<file path="config.mk">
export PLATFORM = sky130hd
export DESIGN_NAME = modbus_rtu_frame_crc_engine_top
export DESIGN_NICKNAME = d
export VERILOG_FILES = /design/src/design/mbcrc_pkg.sv /design/src/design/mbcrc_front.sv /design/src/design/mbcrc_queue.sv /design/src/design/mbcrc_back.sv /design/src/design/modbus_rtu_frame_crc_engine_top.sv
export SDC_FILE = /design/constraint.sdc
export NUM_CORES = 1
export LEC_CHECK = 0
export BUFFER_PORTS_ARGS = -buffer_cell sky130_fd_sc_hd__clkbuf_2
export CAP_MARGIN = 40
export CORE_MARGIN = 2
export CORE_UTILIZATION = 54
export CTS_CLUSTER_SIZE = 24
export DETAILED_ROUTE_END_ITERATION = 10
export PLACE_DENSITY = 0.86
export SYNTH_ARGS = -nofsm -noshare
export SYNTH_HDL_FRONTEND = slang
export SYNTH_SLANG_ARGS = --single-unit
</file>
<file path="constraint.sdc">
create_clock -name clk_i -period 4.4 [get_ports clk_i]
set_input_delay 0.22 -clock clk_i [delete_from_list [all_inputs] [get_ports clk_i]]
set_output_delay 0.22 -clock clk_i [all_outputs]
set_load 0.05 [all_outputs]
</file>
<file path="src/design/mbcrc_pkg.sv">
// Shared types, codes and the CRC-16 byte update for the Modbus RTU CRC engine.
// No dependencies.
`default_nettype none

package mbcrc_pkg;

  localparam logic [15:0] CRC_POLY  = 16'hA001;
  localparam logic [15:0] CRC_INIT  = 16'hFFFF;
  localparam logic [8:0]  COUNT_SAT = 9'd511;

  localparam logic OP_BUILD = 1'b0;
  localparam logic OP_CHECK = 1'b1;

  typedef enum logic [1:0] {
    KIND_ECHO   = 2'd0,
    KIND_CRC    = 2'd1,
    KIND_STATUS = 2'd2
  } kind_e;

  typedef enum logic [2:0] {
    ST_OK        = 3'd0,
    ST_EMPTY     = 3'd1,
    ST_TOO_BIG   = 3'd2,
    ST_TOO_SMALL = 3'd3,
    ST_BAD_SIZE  = 3'd4,
    ST_BAD_CRC   = 3'd5
  } status_e;

  // what follows the optional echo of a word
  typedef enum logic [1:0] {
    TAIL_NONE   = 2'd0,
    TAIL_STATUS = 2'd1,
    TAIL_CRC    = 2'd2
  } tail_e;

  typedef enum logic [1:0] {
    PH_ECHO   = 2'd0,
    PH_TAIL   = 2'd1,
    PH_CRC_HI = 2'd2
  } phase_e;

  typedef struct packed {
    logic        has_echo;
    logic [7:0]  data;
    tail_e       tail;
    status_e     status;
    logic [15:0] crc;
    logic [8:0]  len;
  } entry_t;

  // reflected CRC-16 over one byte, bit at a time
  function automatic logic [15:0] crc_byte(input logic [15:0] c_in, input logic [7:0] b);
    logic [15:0] c;
    c = c_in ^ {8'h00, b};
    for (int k = 0; k < 8; k++) begin
      if (c[0]) c = (c >> 1) ^ CRC_POLY;
      else      c = c >> 1;
    end
    return c;
  endfunction

endpackage

`default_nettype wire

</file>
<file path="src/design/mbcrc_front.sv">
// Front end: accepts frame words, runs the CRC and byte count, classifies the
// frame end and pushes one entry per word that has results. Uses mbcrc_pkg.
`default_nettype none

module mbcrc_front import mbcrc_pkg::*; #(
  parameter int unsigned MAX_FRAME = 256,
  parameter int unsigned MIN_FRAME = 4
) (
  input  wire logic       clk_i,
  input  wire logic       rst_ni,
  input  wire logic       in_valid_i,
  output logic            in_ready_o,
  input  wire logic       op_i,
  input  wire logic [7:0] data_byte_i,
  input  wire logic       last_i,
  input  wire logic [7:0] pdu_size_i,
  input  wire logic       q_full_i,
  output logic            push_o,
  output entry_t          entry_o
);

  localparam logic [9:0] MaxLen = 10'(MAX_FRAME);
  localparam logic [9:0] MinLen = 10'(MIN_FRAME);

  logic [15:0] crc_q, crc_d;
  logic [8:0]  cnt_q, cnt_d;
  logic [7:0]  exp_q, exp_d;
  logic        mode_q, mode_d;
  logic        in_frame_q;

  logic        accept;
  logic [15:0] crc_base;
  logic [8:0]  cnt_base;
  logic [8:0]  adu;
  logic [9:0]  n_plus2;

  assign in_ready_o = !q_full_i;
  assign accept     = in_valid_i && in_ready_o;

  // a word outside a frame opens a new one
  assign mode_d   = in_frame_q ? mode_q : op_i;
  assign exp_d    = in_frame_q ? exp_q : pdu_size_i;
  assign crc_base = in_frame_q ? crc_q : CRC_INIT;
  assign cnt_base = in_frame_q ? cnt_q : 9'd0;
  assign adu      = {1'b0, exp_d} + 9'd3;

  // check mode ignores bytes past address + PDU + CRC
  assign crc_d   = (mode_d == OP_BUILD || cnt_base < adu) ? crc_byte(crc_base, data_byte_i)
                                                           : crc_base;
  assign cnt_d   = (cnt_base != COUNT_SAT) ? cnt_base + 9'd1 : cnt_base;
  assign n_plus2 = {1'b0, cnt_d} + 10'd2;

  always_comb begin
    entry_o          = '0;
    entry_o.data     = data_byte_i;
    entry_o.crc      = crc_d;
    entry_o.tail     = TAIL_NONE;
    entry_o.status   = ST_OK;
    entry_o.has_echo = (mode_d == OP_BUILD);
    if (last_i) begin
      entry_o.tail = TAIL_STATUS;
      if (mode_d == OP_BUILD) begin
        if (cnt_d == 9'd1)          entry_o.status = ST_EMPTY;
        else if (n_plus2 > MaxLen)  entry_o.status = ST_TOO_BIG;
        else if (n_plus2 < MinLen)  entry_o.status = ST_TOO_SMALL;
        else begin
          entry_o.tail = TAIL_CRC;
          entry_o.len  = n_plus2[8:0];
        end
      end else begin
        if ({1'b0, cnt_d} < MinLen || cnt_d < adu) entry_o.status = ST_BAD_SIZE;
        else if (crc_d != 16'h0000)                entry_o.status = ST_BAD_CRC;
        else                                        entry_o.len    = adu;
      end
    end
  end

  assign push_o = accept && (mode_d == OP_BUILD || last_i);

  always_ff @(posedge clk_i or negedge rst_ni) begin
    if (!rst_ni) begin
      crc_q      <= CRC_INIT;
      cnt_q      <= '0;
      exp_q      <= '0;
      mode_q     <= OP_BUILD;
      in_frame_q <= 1'b0;
    end else if (accept) begin
      crc_q      <= crc_d;
      cnt_q      <= cnt_d;
      exp_q      <= exp_d;
      mode_q     <= mode_d;
      in_frame_q <= !last_i;
    end
  end

endmodule

`default_nettype wire

</file>
<file path="src/design/mbcrc_queue.sv">
// Two-entry queue between front and back end of the CRC engine.
// Uses mbcrc_pkg for the entry type.
`default_nettype none

module mbcrc_queue import mbcrc_pkg::*; (
  input  wire logic   clk_i,
  input  wire logic   rst_ni,
  input  wire logic   push_i,
  input  wire entry_t entry_i,
  output logic        full_o,
  input  wire logic   pop_i,
  output logic        head_valid_o,
  output entry_t      head_o
);

  entry_t     mem_q [2];
  logic       wr_ptr_q, rd_ptr_q;
  logic [1:0] cnt_q;

  assign full_o       = (cnt_q == 2'd2);
  assign head_valid_o = (cnt_q != 2'd0);
  assign head_o       = mem_q[rd_ptr_q];

  always_ff @(posedge clk_i) begin
    if (push_i) begin
      mem_q[wr_ptr_q] <= entry_i;
    end
  end

  always_ff @(posedge clk_i or negedge rst_ni) begin
    if (!rst_ni) begin
      wr_ptr_q <= 1'b0;
      rd_ptr_q <= 1'b0;
      cnt_q    <= '0;
    end else begin
      if (push_i) wr_ptr_q <= !wr_ptr_q;
      if (pop_i)  rd_ptr_q <= !rd_ptr_q;
      cnt_q <= cnt_q + {1'b0, push_i} - {1'b0, pop_i};
    end
  end

endmodule

`default_nettype wire

</file>
<file path="src/design/mbcrc_back.sv">
// Back end: expands each queued entry into its result words (echo, status or
// CRC low/high) through a registered output stage. Uses mbcrc_pkg.
`default_nettype none

module mbcrc_back import mbcrc_pkg::*; (
  input  wire logic   clk_i,
  input  wire logic   rst_ni,
  input  wire logic   head_valid_i,
  input  wire entry_t head_i,
  output logic        pop_o,
  output logic        out_valid_o,
  input  wire logic   out_ready_i,
  output logic [7:0]  out_byte_o,
  output logic [1:0]  kind_o,
  output logic        frame_end_o,
  output logic [2:0]  status_o,
  output logic [8:0]  frame_length_o
);

  phase_e phase_q, phase_d, phase_eff;
  logic   last_of_entry;
  logic   load;

  logic       out_valid_q;
  logic [7:0] byte_q, byte_d;
  kind_e      kind_q, kind_d;
  logic       end_q, end_d;
  status_e    status_q, status_d;
  logic [8:0] len_q, len_d;

  assign load  = head_valid_i && (!out_valid_q || out_ready_i);
  assign pop_o = load && last_of_entry;

  // next-state logic
  always_comb begin
    phase_eff = phase_q;
    if (phase_q == PH_ECHO && !head_i.has_echo) phase_eff = PH_TAIL;
    case (phase_eff)
      PH_ECHO:   last_of_entry = (head_i.tail == TAIL_NONE);
      PH_TAIL:   last_of_entry = (head_i.tail == TAIL_STATUS);
      PH_CRC_HI: last_of_entry = 1'b1;
      default:   last_of_entry = 1'b1;
    endcase
    phase_d = phase_q;
    if (load) begin
      if (last_of_entry) phase_d = PH_ECHO;
      else begin
        case (phase_eff)
          PH_ECHO: phase_d = PH_TAIL;
          PH_TAIL: phase_d = PH_CRC_HI;
          default: phase_d = PH_ECHO;
        endcase
      end
    end
  end

  // output word for the current phase
  always_comb begin
    byte_d   = 8'h00;
    kind_d   = KIND_STATUS;
    end_d    = 1'b0;
    status_d = ST_OK;
    len_d    = '0;
    case (phase_eff)
      PH_ECHO: begin
        byte_d = head_i.data;
        kind_d = KIND_ECHO;
      end
      PH_TAIL: begin
        if (head_i.tail == TAIL_CRC) begin
          byte_d = head_i.crc[7:0];
          kind_d = KIND_CRC;
        end else begin
          end_d    = 1'b1;
          status_d = head_i.status;
          len_d    = head_i.len;
        end
      end
      PH_CRC_HI: begin
        byte_d = head_i.crc[15:8];
        kind_d = KIND_CRC;
        end_d  = 1'b1;
        len_d  = head_i.len;
      end
      default: begin
        kind_d = KIND_STATUS;
      end
    endcase
  end

  always_ff @(posedge clk_i or negedge rst_ni) begin
    if (!rst_ni) begin
      phase_q     <= PH_ECHO;
      out_valid_q <= 1'b0;
    end else begin
      phase_q <= phase_d;
      if (load)             out_valid_q <= 1'b1;
      else if (out_ready_i) out_valid_q <= 1'b0;
    end
  end

  always_ff @(posedge clk_i) begin
    if (load) begin
      byte_q   <= byte_d;
      kind_q   <= kind_d;
      end_q    <= end_d;
      status_q <= status_d;
      len_q    <= len_d;
    end
  end

  assign out_valid_o    = out_valid_q;
  assign out_byte_o     = byte_q;
  assign kind_o         = kind_q;
  assign frame_end_o    = end_q;
  assign status_o       = status_q;
  assign frame_length_o = len_q;

endmodule

`default_nettype wire

</file>
<file path="src/design/modbus_rtu_frame_crc_engine_top.sv">
// Modbus RTU CRC-16 framing engine, top level.
// A word's results pass through the two-entry queue and the registered output stage.
// Throughput: one word per cycle; a build-mode frame end gives up to three
// results, drained one per cycle by the back end as the receiver takes them,
// so input stalls once the two-entry queue fills. Async active-low reset
// empties the queue and output stage and clears frame state (CRC to 0xFFFF).
`default_nettype none

module modbus_rtu_frame_crc_engine_top import mbcrc_pkg::*; #(
  parameter int unsigned MAX_FRAME = 256,
  parameter int unsigned MIN_FRAME = 4
) (
  input  wire logic       clk_i,
  input  wire logic       rst_ni,
  input  wire logic       in_valid_i,
  output logic            in_ready_o,
  input  wire logic       op_i,
  input  wire logic [7:0] data_byte_i,
  input  wire logic       last_i,
  input  wire logic [7:0] pdu_size_i,
  output logic            out_valid_o,
  input  wire logic       out_ready_i,
  output logic [7:0]      out_byte_o,
  output logic [1:0]      kind_o,
  output logic            frame_end_o,
  output logic [2:0]      status_o,
  output logic [8:0]      frame_length_o
);

  logic   q_full, q_push, q_pop, q_head_valid;
  entry_t q_entry, q_head;

  mbcrc_front #(
    .MAX_FRAME (MAX_FRAME),
    .MIN_FRAME (MIN_FRAME)
  ) u_front (
    .clk_i       (clk_i),
    .rst_ni      (rst_ni),
    .in_valid_i  (in_valid_i),
    .in_ready_o  (in_ready_o),
    .op_i        (op_i),
    .data_byte_i (data_byte_i),
    .last_i      (last_i),
    .pdu_size_i  (pdu_size_i),
    .q_full_i    (q_full),
    .push_o      (q_push),
    .entry_o     (q_entry)
  );

  mbcrc_queue u_queue (
    .clk_i        (clk_i),
    .rst_ni       (rst_ni),
    .push_i       (q_push),
    .entry_i      (q_entry),
    .full_o       (q_full),
    .pop_i        (q_pop),
    .head_valid_o (q_head_valid),
    .head_o       (q_head)
  );

  mbcrc_back u_back (
    .clk_i          (clk_i),
    .rst_ni         (rst_ni),
    .head_valid_i   (q_head_valid),
    .head_i         (q_head),
    .pop_o          (q_pop),
    .out_valid_o    (out_valid_o),
    .out_ready_i    (out_ready_i),
    .out_byte_o     (out_byte_o),
    .kind_o         (kind_o),
    .frame_end_o    (frame_end_o),
    .status_o       (status_o),
    .frame_length_o (frame_length_o)
  );

`ifndef SYNTHESIS
  a_no_push_full: assert property (@(posedge clk_i) disable iff (!rst_ni)
    q_push |-> !q_full)
    else $error("push into full queue");

  a_no_pop_empty: assert property (@(posedge clk_i) disable iff (!rst_ni)
    q_pop |-> q_head_valid)
    else $error("pop from empty queue");

  a_err_no_len: assert property (@(posedge clk_i) disable iff (!rst_ni)
    (out_valid_o && frame_end_o && status_o != ST_OK) |-> frame_length_o == 9'd0)
    else $error("length reported on error result");

  a_crc_hi_len: assert property (@(posedge clk_i) disable iff (!rst_ni)
    (out_valid_o && kind_o == KIND_CRC && frame_end_o) |-> frame_length_o != 9'd0)
    else $error("CRC high byte without frame length");
`endif

endmodule

`default_nettype wire

</file>
==> run_results.csv <==
group,metric,value,unit
outcome,outcome,"finished clean",
worst_setup_path,r2r_slack,0.31,ns
final_layout,final_cells,887,
sta,whs,0.0195,ns
sta,skew,0.0105,ns
synthesis,synth.most_common_cell,"edfxtp_1",
placed_design,hpwl,11.8,mm
global_routing,grt_pass1_vias,5342,
final_layout,area_delta_synth_final,14.7,%
cts,clock_path_buffers,2,
sta,maxSlewHeadroom,42.3,%
die,initial_utilization,55.8,%
synthesis,synth_cell_types,67,
global_routing,grt_pass1_wl,28.3,mm
routing,wirelength,17.8,mm
routing,avgViaCountPerCell,6.22,
worst_setup_path,slowest_delay,0.42,ns
cts,path_clk_slew,0.07,ns
hold_path,hold_class,"in -> reg",
synthesis,ys_seq_area_share,55.1,%
worst_setup_path,cp_num_buf_inv,1,
sta,clock.fmax,245,MHz
synthesis,synth_largest_area_cell,"edfxtp_1",
sta,rsz0062_at_grt,"false",
worst_setup_path,r2r_end,"u_queue.mem_q[1][0]",
power_and_ir_drop,power.leakage,3.37,nW
power_and_ir_drop,power_density,839,nW/um^2
cts,cts_tree,"done",
worst_setup_path,worst-path-stages,14,
hold_path,holdPathStages,1,
routing,wl_per_cell,20.1,microns
routing,ant_nets,0,
synthesis,synth_top_area_share,40.8,%
synthesis,synthArstFlopShare,29.4,%
job,max_cap_violations,0,
worst_setup_path,cp.required,4.63,ns
synthesis,synth_nets,686,
die,io_pins,47,
sta,setup_viol,0,
sta,fin_crit,4.09,ns
worst_setup_path,crit_path_top_delay_cell,"mux2_2",
global_routing,gr-total-overflow,0,
final_layout,finalInstanceArea,8540,sq um
synthesis,synth_area,7440,sq um
worst_setup_path,rr_startpoint,"u_front.in_frame_q",
hold_path,whs_endpoint,"u_queue.mem_q[1][37]",
synthesis,synth_common_cells,"edfxtp_1 (101), nand2_1 (70), nor2_1 (59)",
worst_setup_path,cp-end-kind,"flop",
worst_setup_path,critPathKind,"reg -> reg",
synthesis,syn_avg_cell_area,11.5,sq um
global_routing,antenna_found_initial,0,
worst_setup_path,path_delay_family,"adder cells",
synthesis,synth-edff-count,101,
worst_setup_path,path_max_fanout,17,
routing,drt-pass1-iter-count,6,
routing,num_vias,5518,
synthesis,ys.flop_type,"edfxtp_1",
placed_design,placed_area,7910,sq um
die,fp-row-count,42,
synthesis,yosysWarnings,0,
die,core-area,13300,sq um
routing,drc,0,
placed_design,gp_congestion,0.954,
sta,setup_slack,0.315,ns
final_layout,final_net_count,737,
cts,cts.htree.levels,4,
hold_path,worstHoldStart,"data_byte_i[7]",
global_routing,grt_max_degree,43,
die,die_h,121,microns
synthesis,ys_top_cells_by_area,"edfxtp_1 (41%), dfrtp_1 (8.7%), dfstp_2 (5.6%)",
routing,drtIter0Drc,738,
synthesis,synthCells,647,
power_and_ir_drop,ir_drop,400,uV
die,die_w,121,microns
global_routing,grtUsageTotal,25.3,%
cts,cts_sinks,143,
worst_setup_path,startpoint_type,"flop",
synthesis,yosys_register_bits,143,
sta,fin_tns_setup,0,ns
placed_design,io_buffer_count,46,
final_layout,drive_gt1_share,19.5,%
placed_design,placed_cells,854,
cts,cts_made_buffers,17,
sta,slew_viol_final,0,
placed_design,place_worst_setup_slack,0.459,ns
cts,clk_latency,0.43,ns
sta,tightest_slew,0.865,ns
final_layout,antenna_cells,0,
cts,cts_root_buf,"clkbuf_16",
sta,hold_violations,0,
worst_setup_path,reg2regPathDepth,14,
worst_setup_path,path_cells,"buf_4 > mux2i_1 > ha_1 > xnor2_1 > ha_1 > nand2_1 > a211oi_1 > a211oi_1 > maj3_1 > o21ai_1 > o2bb2ai_2 > mux2_2 > or3_1 > o22ai_1",
die,die-area,14700,sq um
worst_setup_path,cp.arrival,4.31,ns
sta,fin_crit_sh,92.9,%
## where the power goes
part	leakage, nW	switching, mW	internal [mW]	total [mW]
logic	1.63	2.05	1.10	3.15
clock network	0.298	0.556	0.948	1.50
registers	1.44	0.319	2.19	2.51
## per-stage QoR
step           utilization (%)  total power [mW]
6_report                  64.0              7.17
5_1_grt                   64.0              7.53
4_1_cts                   63.9              7.12
3_5_place_dp              59.2              5.57
3_3_place_gp              58.9              5.41
2_1_floorplan                -              4.75
## worst reg2reg max path, stage by stage (launching register included)
cell and delay (ns):
dfrtp_1 0.41, buf_4 0.25, mux2i_1 0.31, ha_1 0.27, xnor2_1 0.17, ha_1 0.33
nand2_1 0.06, a211oi_1 0.18, a211oi_1 0.08, maj3_1 0.36, o21ai_1 0.21, o2bb2ai_2 0.16
mux2_2 0.42, or3_1 0.41, o22ai_1 0.28
## cell type report
class | instances | area, sq um
inverters | 19 | 71.3
well taps | 176 | 220
repair buffers | 62 | 380
clock inverters | 14 | 188
flip-flops and latches | 143 | 4100
multi-input cells | 455 | 3150
fillers | 1020 | 4810
clock buffers | 18 | 429
## cells by family after synthesis
| kind of cell | synth area share [%] |
|---|---|
| AND/OR/NAND/NOR | 14.6 |
| flip-flops | 55.1 |
| XOR/XNOR | 6.79 |
| buffers and inverters | 2.77 |
| AO/OA/AOI/OAI | 10.3 |
| adder cells (fa/ha/maj) | 3.14 |
| multiplexers | 7.20 |
## cell usage in the layout (no fill, tap or decap), drive strengths merged, types with 6 or more instances in the layout
master / instances
ha: 17
and2: 10
nor4: 8
dfrtp: 26
o22ai: 7
xnor2: 29
a211oi: 6
nand4: 12
clkinv: 6
clkbuf: 64
edfxtp: 101
buf: 15
xor2: 20
mux2: 17
nand2: 70
nand2b: 6
and4: 6
o21ai: 25
nor2: 62
a21oi: 24
a222oi: 16
nor3: 11
a31oi: 13
inv: 22
nand3: 11
dfstp: 16
mux2i: 34
## state kept, by name (all words and copies together), names as in the netlist
name,cells
u_queue.mem_q,78
u_front.crc_q,16
u_back.frame_length_o,9
u_front.cnt_q,9
u_back.out_byte_o,8
u_front.exp_q,8
u_back.status_o,3
u_back.kind_o,2
u_back.phase_q,2
u_queue.cnt_q,2
u_back.frame_end_o,1
u_back.out_valid_o,1
u_front.in_frame_q,1
u_front.mode_q,1
u_queue.rd_ptr_q,1
u_queue.wr_ptr_q,1
## how the worst max path moves through the flow
stage                        from              endpoint  slack (ns)
2_1_floorplan  u_front.in_frame_q  u_queue.mem_q[0][27]        0.07
3_3_place_gp   u_front.in_frame_q  u_queue.mem_q[0][27]        0.56
3_5_place_dp   u_front.in_frame_q  u_queue.mem_q[0][27]        0.46
4_1_cts        u_front.in_frame_q   u_queue.mem_q[1][0]        0.36
5_1_grt        u_front.in_frame_q   u_queue.mem_q[1][0]        0.07
6_report       u_front.in_frame_q   u_queue.mem_q[1][0]        0.31
## metal layers
layer | vias up | GRT usage, % | share of wire (%)
met1 | 2700 | 34.6 | 42
met3 | 35 | 5.22 | 7.6
met5 | - | 0 | 0
met4 | 0 | 7.26 | 1.6
li1 | 2519 | - | -
met2 | 264 | 41.3 | 49
## repair_timing
item | CTS | global route
setup buffers | 0 | 0
endpoints found under the setup margin | 0 | 8
hold endpoints to repair | 26 | 0
hold buffers | 1 | 0
resized for setup | 0 | 2
(Power assumes the default switching activity.)
